<file path="src/sv/assert_macros.svh">
// assertion macros used by the timer table rtl
`ifndef ASSERT_MACROS_SVH
`define ASSERT_MACROS_SVH

// property must hold at every clock edge outside reset
`define ASSERT_ALWAYS(lbl, prop, msg) \
  lbl: assert property (@(posedge clk_i) disable iff (!rst_ni) (prop)) else $error(msg);

// antecedent implies consequent in the same cycle
`define ASSERT_IMPLIES(lbl, ante, cons, msg) \
  lbl: assert property (@(posedge clk_i) disable iff (!rst_ni) (ante) |-> (cons)) \
    else $error(msg);

`endif

</file>
<file path="src/sv/mct_pkg.sv">
// types and constants of the countdown timer table
package mct_pkg;

  localparam int SLOT_COUNT = 8;
  localparam int SLOT_W     = (SLOT_COUNT > 1) ? $clog2(SLOT_COUNT) : 1;
  localparam logic [SLOT_W-1:0] LAST_SLOT = SLOT_W'(SLOT_COUNT - 1);

  localparam int COUNT_W = 16;
  localparam int TAG_W   = 8;
  localparam int SID_W   = 4;

  typedef enum logic [1:0] {
    FUNC_START = 2'd0,
    FUNC_STOP  = 2'd1,
    FUNC_TICK  = 2'd2
  } func_e;

  typedef enum logic [2:0] {
    KIND_STARTED      = 3'd0,
    KIND_FULL         = 3'd1,
    KIND_STOPPED      = 3'd2,
    KIND_STOP_IGNORED = 3'd3,
    KIND_EXPIRED      = 3'd4,
    KIND_NO_EXPIRY    = 3'd5
  } kind_e;

  typedef enum logic [1:0] {
    ST_IDLE,
    ST_READ,
    ST_MOD,
    ST_END
  } state_e;

  typedef struct packed {
    logic [COUNT_W-1:0] count;
    logic [COUNT_W-1:0] period;
    logic [TAG_W-1:0]   tag;
  } entry_t;

  localparam int ENTRY_W = $bits(entry_t);

endpackage

</file>
<file path="src/sv/multi_slot_countdown_timer_table.sv">
// countdown timer table: slot allocation, stop and tick walk over a ram
//
//   channel | valid      | stall       | payload
//   in      | in_valid_i | in_stall_o  | func_i count_ticks_i periodic_i handler_tag_i slot_id_i
//   out     | out_valid_o| out_stall_i | kind_o slot_o expired_tag_o last_o
//
// start and stop each give one result from the output register.
// a tick walks the slots from its accept cycle: each slot is read in ST_READ, an active
// slot then goes through ST_MOD (ram read then write back), and ST_END closes the walk;
// the single ram port pair makes the walk take the slots one at a time.
// reset clears the active flags and control state; ram contents are written before read.
// a stalled output holds the walk at the next expiry and blocks new transactions.
`include "assert_macros.svh"

module multi_slot_countdown_timer_table
  import mct_pkg::*;
(
  input  logic               clk_i,
  input  logic               rst_ni,
  input  logic               in_valid_i,
  output logic               in_stall_o,
  input  logic [1:0]         func_i,
  input  logic [COUNT_W-1:0] count_ticks_i,
  input  logic               periodic_i,
  input  logic [TAG_W-1:0]   handler_tag_i,
  input  logic [SID_W-1:0]   slot_id_i,
  output logic               out_valid_o,
  input  logic               out_stall_i,
  output logic [2:0]         kind_o,
  output logic [SID_W-1:0]   slot_o,
  output logic [TAG_W-1:0]   expired_tag_o,
  output logic               last_o
);

  state_e state_q, state_d;
  logic [SLOT_COUNT-1:0] active_q, active_d;
  logic [SLOT_W-1:0] idx_q, idx_d;

  logic              pend_valid_q, pend_valid_d;
  logic [SLOT_W-1:0] pend_slot_q, pend_slot_d;
  logic [TAG_W-1:0]  pend_tag_q, pend_tag_d;

  logic              out_valid_q, out_valid_d;
  kind_e             kind_q, kind_d;
  logic [SID_W-1:0]  slot_q, slot_d;
  logic [TAG_W-1:0]  tag_q, tag_d;
  logic              last_q, last_d;

  logic              ram_we;
  logic [SLOT_W-1:0] ram_waddr;
  entry_t            ram_wdata;
  logic [ENTRY_W-1:0] ram_rdata;
  entry_t            rd_entry;

  logic              out_free, in_accept;
  logic              free_found;
  logic [SLOT_W-1:0] free_idx;
  logic [COUNT_W-1:0] dec_count;
  logic              expire;

  mct_ram #(
    .WIDTH(ENTRY_W),
    .DEPTH(SLOT_COUNT)
  ) u_ram (
    .clk_i  (clk_i),
    .we_i   (ram_we),
    .waddr_i(ram_waddr),
    .wdata_i(ram_wdata),
    .raddr_i(idx_q),
    .rdata_o(ram_rdata)
  );

  assign out_free   = !out_valid_q || !out_stall_i;
  assign in_stall_o = (state_q != ST_IDLE) || !out_free;
  assign in_accept  = in_valid_i && !in_stall_o;

  assign rd_entry  = entry_t'(ram_rdata);
  assign dec_count = rd_entry.count - COUNT_W'(1);
  assign expire    = (dec_count == '0);

  // lowest free slot
  always_comb begin
    free_found = 1'b0;
    free_idx   = '0;
    for (int i = SLOT_COUNT - 1; i >= 0; i--) begin
      if (!active_q[i]) begin
        free_found = 1'b1;
        free_idx   = SLOT_W'(i);
      end
    end
  end

  always_comb begin
    state_d      = state_q;
    active_d     = active_q;
    idx_d        = idx_q;
    pend_valid_d = pend_valid_q;
    pend_slot_d  = pend_slot_q;
    pend_tag_d   = pend_tag_q;
    out_valid_d  = out_valid_q && out_stall_i;
    kind_d       = kind_q;
    slot_d       = slot_q;
    tag_d        = tag_q;
    last_d       = last_q;
    ram_we       = 1'b0;
    ram_waddr    = idx_q;
    ram_wdata    = rd_entry;

    case (state_q)
      ST_IDLE: begin
        if (in_accept) begin
          case (func_i)
            FUNC_START: begin
              out_valid_d = 1'b1;
              tag_d       = '0;
              last_d      = 1'b1;
              if (free_found) begin
                ram_we           = 1'b1;
                ram_waddr        = free_idx;
                ram_wdata.count  = count_ticks_i;
                ram_wdata.period = periodic_i ? count_ticks_i : '0;
                ram_wdata.tag    = handler_tag_i;
                active_d[free_idx] = 1'b1;
                kind_d = KIND_STARTED;
                slot_d = SID_W'(free_idx);
              end else begin
                kind_d = KIND_FULL;
                slot_d = '0;
              end
            end
            FUNC_STOP: begin
              out_valid_d = 1'b1;
              tag_d       = '0;
              last_d      = 1'b1;
              if ({1'b0, slot_id_i} >= (SID_W + 1)'(SLOT_COUNT)) begin
                kind_d = KIND_STOP_IGNORED;
                slot_d = '0;
              end else begin
                active_d[slot_id_i[SLOT_W-1:0]] = 1'b0;
                kind_d = KIND_STOPPED;
                slot_d = slot_id_i;
              end
            end
            FUNC_TICK: begin
              idx_d        = '0;
              pend_valid_d = 1'b0;
              state_d      = ST_READ;
            end
            default: begin
              // unused code: dropped without a result
            end
          endcase
        end
      end

      ST_READ: begin
        if (active_q[idx_q]) begin
          state_d = ST_MOD;
        end else if (idx_q == LAST_SLOT) begin
          state_d = ST_END;
        end else begin
          idx_d = idx_q + SLOT_W'(1);
        end
      end

      ST_MOD: begin
        // an earlier expiry goes out first, now known not to be the last one
        if (!expire || !pend_valid_q || out_free) begin
          ram_we          = 1'b1;
          ram_wdata.count = expire ? rd_entry.period : dec_count;
          if (expire) begin
            if (rd_entry.period == '0) begin
              active_d[idx_q] = 1'b0;
            end
            if (pend_valid_q) begin
              out_valid_d = 1'b1;
              kind_d      = KIND_EXPIRED;
              slot_d      = SID_W'(pend_slot_q);
              tag_d       = pend_tag_q;
              last_d      = 1'b0;
            end
            pend_valid_d = 1'b1;
            pend_slot_d  = idx_q;
            pend_tag_d   = rd_entry.tag;
          end
          if (idx_q == LAST_SLOT) begin
            state_d = ST_END;
          end else begin
            idx_d   = idx_q + SLOT_W'(1);
            state_d = ST_READ;
          end
        end
      end

      ST_END: begin
        if (out_free) begin
          out_valid_d  = 1'b1;
          last_d       = 1'b1;
          pend_valid_d = 1'b0;
          state_d      = ST_IDLE;
          if (pend_valid_q) begin
            kind_d = KIND_EXPIRED;
            slot_d = SID_W'(pend_slot_q);
            tag_d  = pend_tag_q;
          end else begin
            kind_d = KIND_NO_EXPIRY;
            slot_d = '0;
            tag_d  = '0;
          end
        end
      end

      default: begin
        state_d = ST_IDLE;
      end
    endcase
  end

  always_ff @(posedge clk_i or negedge rst_ni) begin
    if (!rst_ni) begin
      state_q      <= ST_IDLE;
      active_q     <= '0;
      pend_valid_q <= 1'b0;
      out_valid_q  <= 1'b0;
    end else begin
      state_q      <= state_d;
      active_q     <= active_d;
      pend_valid_q <= pend_valid_d;
      out_valid_q  <= out_valid_d;
    end
  end

  always_ff @(posedge clk_i) begin
    idx_q       <= idx_d;
    pend_slot_q <= pend_slot_d;
    pend_tag_q  <= pend_tag_d;
    kind_q      <= kind_d;
    slot_q      <= slot_d;
    tag_q       <= tag_d;
    last_q      <= last_d;
  end

  assign out_valid_o   = out_valid_q;
  assign kind_o        = kind_q;
  assign slot_o        = slot_q;
  assign expired_tag_o = tag_q;
  assign last_o        = last_q;

  `ASSERT_IMPLIES(a_pend_idle, state_q == ST_IDLE, !pend_valid_q,
                  "pending expiry left over after tick walk")
  `ASSERT_IMPLIES(a_mod_active, state_q == ST_MOD, active_q[idx_q],
                  "write back of a free slot")
  `ASSERT_IMPLIES(a_no_exp_last, out_valid_q && kind_q == KIND_NO_EXPIRY, last_q,
                  "no expiry result not marked last")

endmodule

</file>
<file path="src/sv/mct_ram.sv">
// generic single write port ram with registered read
module mct_ram #(
  parameter int WIDTH = 8,
  parameter int DEPTH = 8,
  parameter int ADDR_W = (DEPTH > 1) ? $clog2(DEPTH) : 1
) (
  input  logic              clk_i,
  input  logic              we_i,
  input  logic [ADDR_W-1:0] waddr_i,
  input  logic [WIDTH-1:0]  wdata_i,
  input  logic [ADDR_W-1:0] raddr_i,
  output logic [WIDTH-1:0]  rdata_o
);

  logic [WIDTH-1:0] mem_q [DEPTH];

  always_ff @(posedge clk_i) begin
    if (we_i) begin
      mem_q[waddr_i] <= wdata_i;
    end
    rdata_o <= mem_q[raddr_i];
  end

endmodule

</file>
<file path="config.mk">
export PLATFORM = sky130hd
export DESIGN_NAME = multi_slot_countdown_timer_table
export DESIGN_NICKNAME = d
export VERILOG_FILES = /design/src/sv/mct_pkg.sv /design/src/sv/multi_slot_countdown_timer_table.sv /design/src/sv/mct_ram.sv
export VERILOG_INCLUDE_DIRS = /design/src /design/src/sv
export SDC_FILE = /design/constraint.sdc
export NUM_CORES = 1
export LEC_CHECK = 0
export BUFFER_PORTS_ARGS = -buffer_cell sky130_fd_sc_hd__buf_4
export CORE_UTILIZATION = 50
export CTS_CLUSTER_SIZE = 30
export DETAILED_ROUTE_END_ITERATION = 12
export PLACE_DENSITY = 0.66
export SYNTH_ARGS = -nofsm -noshare
export SYNTH_HDL_FRONTEND = slang
export SYNTH_SLANG_ARGS = --single-unit
</file>
<file path="constraint.sdc">
create_clock -name clk_i -period 7.4 [get_ports clk_i]
set_clock_uncertainty 0.2 [all_clocks]
set_input_delay 1.48 -clock clk_i [delete_from_list [all_inputs] [get_ports clk_i]]
set_output_delay 1.48 -clock clk_i [all_outputs]
set_load 0.02 [all_outputs]
</file>
== After elaboration in Yosys (flattened, before gate mapping) ==
Memories as Yosys holds them, arrays and structs flattened. A register that Yosys moved wholly into a read port is not among the register bits.
Index checks and enable logic that the tools add are counted.
Cells by class
  $add $sub $neg: 2
  multiply operators: 0
  divide/modulo/power cells: 0
  order comparisons: 7
  equal/unequal tests: 19
  shift operators: 0
  muxes and demuxes: 113
  bitwise operators: 5
  reduce and logical (&&, ||, !) cells: 31
Operators with widths (number)
  $mux W40: 3
  $mux W8: 13
  $mux W3: 24
  $mux W16: 3
  $mux W1: 38
  $logic_not A16 Y1: 2
  $pmux W16 S2: 1
  $pmux W8 S2: 2
  $mux W24: 1
  $mux W4: 6
  $pmux W8 S3: 1
  $pmux W3 S3: 2
  $and A8 B8 Y8: 2
  $ne A2 B2 Y1 const B: 8
  $not A8 Y8: 2
  $sub A16 B1 Y16 const B: 1
  $mux W2: 7
  $reduce_and A7 Y1: 2
  $lt A3 B4 Y1 const B: 3
  $pmux W4 S3: 1
  $reduce_and A5 Y1: 2
  $demux W1 S3: 3
  $ge A3 B1 Y1 const B: 3
  $ne A3 B3 Y1 const B: 3
  other kinds (24): 44
Storage, ports and cells
  flip-flop bits (word level): 42
  latch bits: 0
  RAM bits: 320
  bits in read-only memories: 0
  output and inout bits: 18
  word-level logic and storage cells: 189
  memories: 1
Memory list
  u_ram.mem_q: depth 8, width 40, rd ports 1, clocked after Yosys merged registers in 1, write ports 1, line mct_ram.sv:15  | logic [WIDTH-1:0] mem_q [DEPTH];

== Depth between registers and ports, before layout ==
Gate-level depths: netlist of run 1.
  depth in word-level cells: 17
  mapped depth: 10

== Hierarchy ==
A second synthesis of run 1 with hierarchy kept.
Second synthesis, totals
  cells, all modules: 991
  area total of the unflattened synthesis: 16829.9 µm²
Modules (own cells, without submodules)
  mct_ram: instances 1, cells each 515, area an instance 13171.4 µm²
  multi_slot_countdown_timer_table: instances 1, cells each 476, area an instance 3658.5 µm²

== Worst setup path before layout of run 1 ==
OpenSTA, ideal clock, no wires.
  path kind: in2reg
  start point: in in_valid_i
  end point: mem u_ram.mem_q[0][0] (netlist bit), enable pin
  arrival time: 5.643 ns
  slack: 1.061 ns
  stages: 5
  buffers on the path: 0
  cell sequence: nor2b_1 -> nand3_1 -> nor3_1 -> mux2i_1 -> nor3b_1
Between the ends
  longest elaborated chain between the ends: 5
  elaborated cells between the ends (all ways): 7
Ends and longest elaborated chain
  start, declared: line multi_slot_countdown_timer_table.sv:20  | input logic in_valid_i,
  $logic_and A1 B1 Y1 *: line multi_slot_countdown_timer_table.sv:75  | assign in_accept = in_valid_i && !in_stall_o;
  $mux W1: line multi_slot_countdown_timer_table.sv:111  | if (in_accept) begin
  $pmux W1 S2: line multi_slot_countdown_timer_table.sv:109  | case (state_q)
  $mux W1: line mct_ram.sv:18  | if (we_i) begin
  $mux W1 (implied by the code): line mct_ram.sv:19  | mem_q[waddr_i] <= wdata_i;
  end, declared: line mct_ram.sv:15
Every way passes the cells marked *; elsewhere a longest branch is shown, timed or not.

== Worst setup path after layout of run 1 ==
  start point: in out_stall_i
  end point: mem u_ram.mem_q[4][35] (netlist bit), enable pin
Between the ends
  longest elaborated chain between the ends: 10
  elaborated cells between the ends (all ways): 14
Ends and longest elaborated chain
  start, declared: line multi_slot_countdown_timer_table.sv:28  | input logic out_stall_i,
  $logic_not A1 Y1 *: line multi_slot_countdown_timer_table.sv:73  | assign out_free = !out_valid_q || !out_stall_i;
  $logic_or A1 B1 Y1 *: line multi_slot_countdown_timer_table.sv:73
  $logic_not A1 Y1: line multi_slot_countdown_timer_table.sv:74  | assign in_stall_o = (state_q != ST_IDLE) || !out_free;
  $logic_or A1 B1 Y1: line multi_slot_countdown_timer_table.sv:74
  $logic_not A1 Y1: line multi_slot_countdown_timer_table.sv:75
  $logic_and A1 B1 Y1: line multi_slot_countdown_timer_table.sv:75
  $mux W1: line multi_slot_countdown_timer_table.sv:111
  $pmux W1 S2: line multi_slot_countdown_timer_table.sv:109
  $mux W1: line mct_ram.sv:18
  $mux W1 (implied by the code): line mct_ram.sv:19
Marked as above.

==> results of run 1 <==
## flip-flops by register name, summed over array words and instances, names as in the netlist
| register | cells |
|---|---|
| pend_slot_q | 3 |
| u_ram.rdata_o | 40 |
| pend_tag_q | 8 |
| expired_tag_o | 8 |
| idx_q | 3 |
| state_q | 2 |
| pend_valid_q | 1 |
| kind_o | 3 |
| slot_o | 4 |
| last_o | 1 |
| active_q | 8 |
| u_ram.mem_q | 320 |
| out_valid_o | 1 |
## cell usage after synthesis (all sizes together), types with 7 or more instances
library cell / number
a22oi: 166
a221o: 8
o21ai: 26
a21oi: 24
nor4: 8
o22ai: 7
nand3: 34
nor3: 18
ha: 7
dfxtp: 40
nor2b: 13
dfrtp: 12
clkbuf: 58
a31oi: 11
and3: 9
inv: 19
nor2: 22
nand2: 88
nand4: 47
edfxtp: 350
## where the power goes
part | internal (mW) | switching, mW
registers | 3.23 | 0.295
logic | 0.650 | 1.42
clock network | 1.27 | 0.826
## stage by stage
step / area [um2] / power [mW] / hold WS, ns / cells
CTS: 17900 / 7.68 / 0.236 / 1547
detailed placement: 16500 / 5.60 / 0.222 / 1471
global placement: 16500 / 5.56 / 0.221 / 1471
floorplan: 15600 / 4.80 / 0.208 / 1062
global route: 17900 / 8.00 / 0.245 / 1547
finish: 17900 / 7.68 / 0.238 / 1547
## metal layers
layer | routed length (um) | global-route usage | part of all wire
met1 | 16800 | 0.361 | 0.44
met2 | 17600 | 0.375 | 0.46
met3 | 3040 | 0.0329 | 0.079
met4 | 815 | 0.0653 | 0.021
met5 | 0 | 0 | 0
## path summary, 6_finish.rpt
kind | start | to | slack (ns) | cells after the start
worst max-delay path | out_stall_i | u_ram.mem_q[4][35] | 2.79 | 9
worst min-delay path | u_ram.rdata_o[0] | pend_tag_q[0] | 0.24 | 0
worst max register to register | u_ram.rdata_o[24] | kind_o[0] | 2.84 | 9
worst min register to register | u_ram.rdata_o[0] | pend_tag_q[0] | 0.24 | 0
max in group asynchronous | rst_ni | active_q[4] | 6.24 | 1
min in group asynchronous | rst_ni | pend_valid_q | 0.59 | 1
## kinds of logic after synthesis
family	Yosys count	synth area share
other cells	1	0.000240
simple gates	274	0.0934
buf+inv	83	0.0210
fa+ha+maj	7	0.00560
flops	402	0.742
mux	3	0.00200
compound gates	282	0.130
xor+xnor	10	0.00560
## area by class of cell
class	count	area share
multi-input cells	577	0.211
flip-flops and latches	402	0.647
repair buffers	77	0.0322
well taps	396	0.0276
clock buffers	59	0.0666
clock inverters	17	0.0118
inverters	19	0.00398
==> results.md, run 1 <==
- The run finished with clean final reports.
- Across the whole layout, storage elements account for about 12000 um2.
- The tree is rooted in a clkbuf_16.
- The final max-slew violation count is 0.
- The number of H-tree levels is 2.
- At the end of routability-driven placement, the weighted congestion stood at 0.891.
- The worst endpoint data arrival time is 4.62 ns.
- Using the TritonRoute via totals, the vias-per-cell ratio works out to 6.37.
- The final-stage net count is roughly 1200.
- The half-perimeter wire length of the detailed placement result is between 20000 and 25000 um.
- The routed design could run at a clock period as short as around 4.6 ns.
- Once detail routing completed, the nets flagged for antenna violations numbered 0.
- STA puts the critical path data required time at 7.41 ns.
- The top cell types in the final layout, fill and taps aside, are 350 x edfxtp_1, 166 x a22oi_1, 88 x nand2_1.
- In this run the horizontal extent of the chip is 179 um.
- Once layout is complete, the utilization of the core stands at 0.585.
- The worst setup path category is input port to flop.
- The number of cells upsized or downsized after cts is 0.
- The area of the mapped netlist is between 15000 and 20000 um2.
- The synthesized instance count is around 1100.
- The distinct cell type count after synthesis is 67.
- The average instance in the mapped netlist occupies between 10 and 15 um2.
- The repair_antennas step left the layout with diodes totalling 0.
- Adding up every negative setup slack in the final design gives 0 ns.
- In the final routed layout, each cell accounts on average for 24.8 um.
- The final setup slack of the worst path is ~2.8 ns.
- The wire length of the first global-routing pass is about 57000 um.
- The residual overflow from global routing is 0.
- The slowest stage of the critical path is the and3_2 cell.
- The final wirelength is around 38000 um.
- Setup repair after global routing left no endpoint under its margin.
- For this run, the detailed router's first-pass iteration total came to 5.
- The area enclosed by the die boundary is 32000 um2.
- The total routing resource utilization after global routing is 0.242.
- Setup violations remaining at the end of the flow were counted as 0.
- The routed via count is 9851.
- In this run, CTS created clock tree buffers numbering 41.
- The floorplan core area is 30700 um2.
- Post-CTS timing repair inserted 0 buffers for setup.
- The power per cell area is between 400 and 500 nW/um2.
- For this design, the CTS-stage hold fixing added 0 buffers.
- The remaining design rule violation count is 0.
- VDD sags by at most roughly 0.19 mV.
- The largest single stage delay on the critical path is between 0.8 and 0.9 ns.
- Among all flip-flop cells after synthesis, the most frequent one is edfxtp_1.
- Together, buffers and inverters on the worst path number 3.
- Counting flops with an async set or reset pin after synthesis yields a share of 0.0299.
- The type of origin of the critical path is an input port.
- At the pin with the least slew margin, the transition time is 1.02 ns.
- The pin count of the biggest net entering global routing is 43.
- The via count of the first global-routing pass is roughly 9200.
- The worst hold-check path type is flop to flop.
- The share of the yosys chip area belonging to registers is 0.742.
- Measured against its own limit, the worst slew margin works out to 0.322.
- The leakage component of the power is between 6 and 7 nW.
- The multi-input logic area is about 3800 um2.
- Max-cap violations in this run came to 0.
- Prior to clock tree synthesis, the placed netlist has a worst setup slack of ~2.3 ns.
- The critical path goes through buf_4, nand2_1, nand3_1, or3_1, buf_4, nand2_1, a21boi_0, and3_2, buf_4.
- The worst setup path is captured at a flop.
- The first-iteration detailed-routing DRC count is 1133.
- The cell class contributing the biggest share of worst-path delay is simple AND/OR/NAND/NOR gates.
- Measured along the y axis, the die boundary spans about 180 um.
- The count of endpoints failing hold in the final timing report is 0.
- The clock tree from TritonCTS is yes.
- The synthesis-to-layout area growth is 14.7%.
- After synthesis the netlist holds a flip-flop and latch count of roughly 400.
- The proportion of layout cells with a drive suffix above 1 is 0.152.
- After filler insertion, the fill cell instance count of the layout stands at ~2300.
- The clock reaches the later pin of the worst-skew pair after about 0.54 ns.
- Among the stages of the critical path, the cell type that occurs most often is buf_4.
- The maximum frequency from static timing analysis is roughly 220 MHz.
- In this run the core area contains 64 standard-cell rows.
- Of all cell types, the one taking the most synthesized area is edfxtp_1.
- The synthesized design contains 350 enable-type register cells.
- The share of synthesized area in the top cell type comes to 0.672.
- The post-route clock period utilization is 0.623.
- In this run the worst path has a maximum fanout of 34.
- The maximum clock path buffer count is 3.
- The number of antenna violations at the first check in global routing came to 0.
- Port buffering added 52 buffers.
- Sorting the synthesized cells by area gives the leading types as edfxtp_1 67%, a22oi_1 8.0%, dfxtp_1 5.1%, nand2_1 2.1%, dfrtp_1 1.9%.
- The library cell used most frequently in the layout, excluding fill and tap cells, is edfxtp_1.
- The clock sink count is approximately 400.
- The register clock-pin slew on the reported worst setup and hold paths is around 0.06 ns.
- In this run the count of I/O pins placed on the die edge is 53.
- The initial utilization of the core area, before any placement, comes to 0.510.
- The number of warnings reported in the yosys synthesis log is 0.
- The number of nets in the synthesized netlist is 1104.
No activity file was read; power rests on OpenSTA's default activity.
==> run 2, diff against run 1 <==
- PLACE_DENSITY: 0.66 -> 0.69
- clock period: 7.4 -> 4 ns (I/O delays scaled with it)
==> results.md, run 2 (synthesized netlist as in run 1, its figures left out) <==
- The placed instance count is between 1000 and 1500.
- The final routed wire length divided by cell count is ~25 um.
- The remaining number of nets flagged by the antenna check after routing is 0.
- The most common cell after layout, fill and taps aside is edfxtp_1.
- The total routing resource utilization after global routing is 0.245.
- The synthesis-to-layout area growth is 17.0%.
- Of the total power, registers draw 0.446.
- Once the clock tree was built, the resizer swapped 0 gates to a different size.
- The worst stage delay on the critical path is approximately 0.53 ns.
- The top fanout value on the critical path is 24.
- The final max-slew violation count came to 0.
- The cell internal power dissipation is slightly below 10 mW.
- The pin count of the biggest net entering global routing is 41.
- The run finished with clean final reports.
- The post-route clock period utilization is 0.929.
- STA classifies the critical path startpoint as a flop.
- The insertion delay of the later-clocked pin in the worst-skew pair is 0.53 ns.
- Of the total power, the clock network draws 0.279.
- Of the cells placed in the final design, the portion with a size suffix greater than 1 is 0.170.
- The critical path goes through inv_1, ha_1, or4b_4, or3_1, nand4b_1, nor3_2, a31o_2, o31a_1, nor3b_4, buf_4.
- Measured against its own limit, the worst slew margin works out to 0.415.
- The remaining design rule violation count is 0.
- The setup fix buffers added after clock tree synthesis is 0.
- The number of cell instances on the worst register-to-register path is 10.
- In the final layout, the registers with the most flip-flops are u_ram.mem_q (320), u_ram.rdata_o (40).
- The slew of the pin with the lowest slew margin is approximately 0.87 ns.
- The clock sink count is approximately 400.
- The top cell types in the final layout, fill and taps aside, are 350 x edfxtp_1, 166 x a22oi_1, 92 x buf_4.
- From left edge to right edge, the die measures approximately 180 um.
- Grouping stages by cell kind, the critical path spends the most delay in simple AND/OR/NAND/NOR gates.
- The maximum clock path buffer count is 3.
- After layout, the minimum clock period comes to between 3 and 4 ns.
- STA puts the critical path data required time at a little under 4 ns.
- The startpoint of the worst hold path is u_ram.mem_q[1][34].
- The final antenna diode count is 0.
- The number of H-tree levels is 2.
- The worst setup slack for register-to-register paths is 0.28 ns.
- Routability-driven placement finished with a final weighted congestion of approximately 0.93.
- Setup slack closes at between 0.2 and 0.3 ns.
- The residual overflow from global routing is 0.
- The number of standard cells in the final layout excluding fillers is ~1600.
- TritonCTS built the clock tree.
- The floorplan core area is between 30000 and 40000 um2.
- Data arrives at the worst endpoint at roughly 3.7 ns.
- Before CTS, the worst setup slack after placement is approximately 0.3 ns.
- The maximum frequency from static timing analysis is roughly 270 MHz.
- Port buffering added 52 buffers.
- 53 I/O pins were placed.
- Measured on the finished design, the core utilization comes to 0.597.
- The final wirelength is slightly below 40000 um.
- From bottom edge to top edge, the die measures about 180 um.
- The register with the most flip-flops in the layout has 320 of them.
- In this run, the number of DRC markers left after iteration 0 of detailed routing was between 1000 and 1500.
- The first global-routing pass estimated 57600 um of wire.
- The min-delay analysis places its worst path in the category flop to flop.
- The area enclosed by the die boundary is 32000 um2.
- For this design the total switching power over the nets is between 4 and 5 mW.
- The critical path contains buffers and inverters numbering 2 combined.
- The tool flagged a number of max-cap violations equal to 0.
- STA classifies the critical path endpoint as a flop.
- The startpoint of the most critical register-to-register path is u_ram.rdata_o[25].
- The maximum resistive drop on vdd is around 0.44 mV.
- The worst setup path category is flop to flop.
- The share of total power dissipated in combinational logic is 0.276.
- For this run, the detailed router's first-pass iteration total came to 7.
- The switching power share of the total is 0.327.
- Once detailed placement completed, the half-perimeter wirelength came to between 20000 and 25000 um.
- The register with the most flip-flops is u_ram.mem_q.
- The number of antenna violations at the first check in global routing is 0.
- For hold timing, the worst endpoint is u_ram.rdata_o[34].
- The count of endpoints failing hold in the final timing report was 0.
- The completed layout was analyzed and its total power is 14.6 mW.
- The cell with the largest stage delay on the worst path is or4b_4.
- TritonCTS created 40 clock buffers.
- Setup repair after global routing left no endpoint under its margin.
- The worst hold path was traced through 2 stages.
- Dividing the detail-routed via count by the number of cells gives 6.43.
- In this run the core area contains 64 standard-cell rows.
- The power per cell area is 798 nW/um2.
- Detailed routing inserted a total of around 10000 vias.
- The starting density of the core is 0.510.
- In this run the critical register-to-register path is captured at u_ram.mem_q[1][29].
- The cell sitting at the root of the clock tree is a clkbuf_16.
- The leakage component of the power is approximately 6.2 nW.
- The final layout contains ~1200 nets.
- The via count of the first global-routing pass is 9600.
- The register clock-pin slew on the reported worst setup and hold paths is 0.06 ns.
- Setup violations remaining at the end of the flow were counted as 0.
-- run 2: worst min-delay path, delay by kind of cell, from the launching register on --
kind | cells | cell delay, ns
DFF | 1 | 0.32
AOI/OAI and AO/OA | 1 | 0.06
and+or+nand+nor | 1 | 0.06
-- run 2: worst max-delay path by stage --
stage,startpoint,cells past startpoint,to
global route,u_ram.rdata_o[25],10,u_ram.mem_q[1][27]
detailed placement,u_ram.rdata_o[25],10,u_ram.mem_q[1][17]
finish,u_ram.rdata_o[25],10,u_ram.mem_q[1][29]
floorplan,u_ram.rdata_o[24],9,u_ram.mem_q[2][0]
CTS,u_ram.rdata_o[25],10,u_ram.mem_q[1][10]
global placement,u_ram.rdata_o[24],10,u_ram.mem_q[1][22]
-- run 2: routing by layer --
layer  GRT usage  routed length, um  part of all wire
met1       0.358              16600              0.43
met2       0.379              18000              0.46
met3      0.0405               3420             0.088
met4      0.0696                833             0.021
met5           0                  0                 0
-- run 2: power groups by stage --
| stage | combinational, mW | clock, mW | sequential [mW] |
|---|---|---|---|
| after floorplan | 2.48 | 0 | 6.43 |
| after global placement | 3.91 | 0 | 6.56 |
| after detailed placement | 3.98 | 0 | 6.58 |
| after CTS | 4.01 | 4.12 | 6.50 |
| after global routing | 4.35 | 4.27 | 6.58 |
| final | 4.03 | 4.07 | 6.51 |
-- run 2: what timing repair did --
item	4_1_cts	5_1_grt
hold endpoints to repair	12	0
hold buffers	1	0
endpoints found under the setup margin	0	0
-- run 2: cell type report --
class | count | area (um2)
fill | 2285 | 12400
sequential | 402 | 11600
multi-input combinational | 577 | 3810
clock buffer | 53 | 1130
timing repair buffer | 101 | 861
tap | 396 | 495
clock inverter | 19 | 320
inverter | 19 | 71.3
-- run 2: stage by stage --
step	hold slack [ns]	area [um2]	setup TNS, ns
finish	0.262	18300	0
global route	0.265	18300	0
CTS	0.262	18300	0
detailed placement	0.246	16800	0
global placement	0.232	16800	0
floorplan	0.208	15700	-44.26
==> run 3, diff against run 2 <==
- BUFFER_PORTS_ARGS: -buffer_cell sky130_fd_sc_hd__buf_4 -> unset
- DONT_BUFFER_PORTS: unset -> 1
- PLACE_DENSITY: 0.69 -> 0.68
==> results.md, run 3 (synthesized netlist as in run 1, its figures left out) <==
- The run finished with clean final reports.
- The minimum period implied by the final worst setup slack is about 3.8 ns.
- The maximum clock path buffer count is 3.
- Counting every sink on the clock net gives 402.
- For the pin with the worst max-slew slack, the measured transition is between 0.8 and 0.9 ns.
- Adding up every negative setup slack in the final design gives 0 ns.
- In this run the vertical extent of the chip is roughly 180 um.
- The largest registers in the layout are u_ram.mem_q (320), u_ram.rdata_o (40).
- The worst setup path is captured at a flop.
- The cell internal power dissipation is approximately 9.3 mW.
- In this run the tightest slew margin relative to its limit is 0.399.
- The count of endpoints failing hold in the final timing report is 0.
- Setup repair after global routing left no endpoint under its margin.
- For this configuration, the core starts out at a cell density of 0.510.
- The area enclosed by the die boundary is 32000 um2.
- The residual overflow from global routing is 0.
- Max-cap violations in this run came to 0.
- In the routed design, unresolved DRC markers number 0.
- The clock root buffer is clkbuf_16.
- Walking the worst path, the cells encountered are inv_1, ha_1, or4b_4, xnor2_1, o31a_1, nor3_2, and2_1, nand3_1, o221ai_1.
- Leaving out fill and tap cells, the most frequent cell in the layout is edfxtp_1.
- For this design the static power due to leakage is 5.83 nW.
- The detailed router finished its first iteration with around 1200 violations.
- For this run, the post-layout net count is approximately 1100.
- The worst endpoint data arrival time is around 3.9 ns.
- The final max-slew violation count is 0.
- Detailed placement finished with a half-perimeter wire length of between 20000 and 25000 um.
- The insertion delay of the later-clocked pin in the worst-skew pair is 0.52 ns.
- Among all stages on the critical path, the largest delay is contributed by o221ai_1.
- Of the cells placed in the final design, the portion with a size suffix greater than 1 is 0.119.
- The fill cell total of the finished layout is 2360.
- The worst endpoint required time is 4.04 ns.
- The total routing resource utilization after global routing is 0.248.
- The part of the power in registers is 0.474.
- Counting the buffers created by CTS gives 40.
- The top cell types in the final layout, fill and taps aside, are 350 x edfxtp_1, 166 x a22oi_1, 88 x nand2_1.
- The first global-routing pass estimated roughly 58000 um of wire.
- The type of origin of the critical path is a flop.
- The final weighted congestion in routability-driven placement is slightly above 0.9.
- The top fanout value on the critical path is 10.
- Dividing the final minimum period by the clock period gives 0.956.
- Of the total power, combinational logic draws 0.268.
- The worst stage delay on the critical path is around 0.57 ns.
- Derived from the worst setup path, the maximum achievable clock frequency is approximately 260 MHz.
- IR analysis of the VDD net gives a maximum drop of approximately 0.44 mV.
- After layout, the design draws a total of ~14 mW.
- The final routed wire length divided by cell count is 26.0 um.
- The first-pass iteration count of the detailed router is 6.
- The tightest min-delay check is of the flop to flop type.
- The reported net switching power is around 4.7 mW.
- The number of vias per cell is approximately 6.5.
- The number of antenna diodes in the final layout is 0.
- The number of antenna violations at the first check in global routing is 0.
- The flip-flop count of the largest register after layout is 320.
- Power spread over the standard cell area amounts to just under 800 nW/um2.
- The critical path in this run is classified as flop to flop.
- The global routing usage on met2 is 0.388.
- The number of cells upsized or downsized after cts is 0.
- The remaining number of nets flagged by the antenna check after routing is 0.
- The register with the most flip-flops in the final layout is u_ram.mem_q.
- The number of failing setup endpoints in the final timing report is 0.
- Of the total power, the share spent switching nets is 0.335.
- For this run, global-route usage on met1 was measured as 0.351.
- 53 I/O pins were placed.
- The count of buffers added on input and output ports is 0.
- After detailed routing, the total wire length is 39300 um.
- TritonCTS built the clock tree.
- The global routing stage identified its most utilized layer as met2.
- The H-tree was split into 2 levels.
- Entering global routing, the biggest net connects 41 pins.
- Clock-pin slew was measured on the worst setup and hold paths at ~0.06 ns.
- The global routing met3 resource utilization is 0.0462.
- Detailed routing inserted a total of between 9000 and 10000 vias.
- The share of total power in the clock network is 0.257.
- In this run the horizontal extent of the chip is between 150 and 200 um.
- The via count of the first global-routing pass is around 9500.
- After floorplanning, the core was sized to cover around 30000 um2.
- The floorplan has 64 rows.
- Compared with the post-synthesis result, the final layout area differs by 13.2%.
==> run 3: changes by cell type in the layout (fill, tap and decap cells not counted), sizes merged <==
cell      previous run  this run
bufinv               8         3
clkinv               8        10
clkinvlp             2         0
clkbuf              53        55
buf                100        47
==> run 3: timing repair <==
action / 4_1_cts / 5_1_grt
setup buffers: 0 / 0
hold buffers: 1 / 0
endpoints found under the setup margin: 0 / 0
hold endpoints to repair: 12 / 0
==> run 3: final cells by class <==
type                    instances  area [um2]  share of cell area
clock inverters                14         156             0.00883
well taps                     396         495              0.0280
multi-input cells             577        3820               0.216
clock buffers                  55        1100              0.0620
flip-flops and latches        402       11600               0.656
inverters                      19        71.3             0.00403
repair buffers                 48         450              0.0254
==> run 3: worst max-delay path, delay by kind of cell (launching register included) <==
kind                     cells  cell delay [ns]
XOR/XNOR                     1             0.15
buffers and inverters        1             0.12
AO/OA/AOI/OAI                2             0.88
AND/OR/NAND/NOR              4             1.56
flip-flops                   1             0.36
adder cells (fa/ha/maj)      1             0.26
==> run 3: final timing paths <==
path / startpoint / to / slack, ns / cells past startpoint
worst max-delay path: u_ram.rdata_o[24] / u_ram.mem_q[0][26] / 0.18 / 9
worst min-delay path: u_ram.rdata_o[2] / pend_tag_q[2] / 0.24 / 0
worst max register to register: u_ram.rdata_o[24] / u_ram.mem_q[0][26] / 0.18 / 9
max in group asynchronous: rst_ni / pend_valid_q / 2.61 / 1
min in group asynchronous: rst_ni / active_q[6] / 0.55 / 1
worst min register to register: u_ram.rdata_o[2] / pend_tag_q[2] / 0.24 / 0
==> run 3: metal layers <==
metal  part of all wire  routed length [um]  up-vias
met5                  0                   0        -
met3              0.094                3700       77
met4              0.024                 933        0
met2               0.46               18200      525
met1               0.42               16600     4880
li1                   -                   -     4311
==> run 3: metrics by stage <==
stage / instances / area, um2 / util / setup slack [ns] / hold slack, ns
6_report: 1511 / 17700 / 0.577 / 0.175 / 0.243
5_1_grt: 1511 / 17700 / 0.577 / 0.0181 / 0.260
4_1_cts: 1511 / 17700 / 0.577 / 0.216 / 0.252
3_5_place_dp: 1441 / 16400 / 0.536 / 0.227 / 0.237
3_3_place_gp: 1441 / 16400 / 0.536 / 0.393 / 0.236
2_1_floorplan: 1062 / 15700 / - / -0.508 / 0.208
==> run 3: power by group through the flow <==
stage	sequential, mW	combinational, mW	clock, mW
floorplan	6.43	2.48	0
global placement	6.69	3.62	0
detailed placement	6.70	3.69	0
CTS	6.62	3.72	3.65
global route	6.71	4.07	3.81
finish	6.64	3.75	3.60
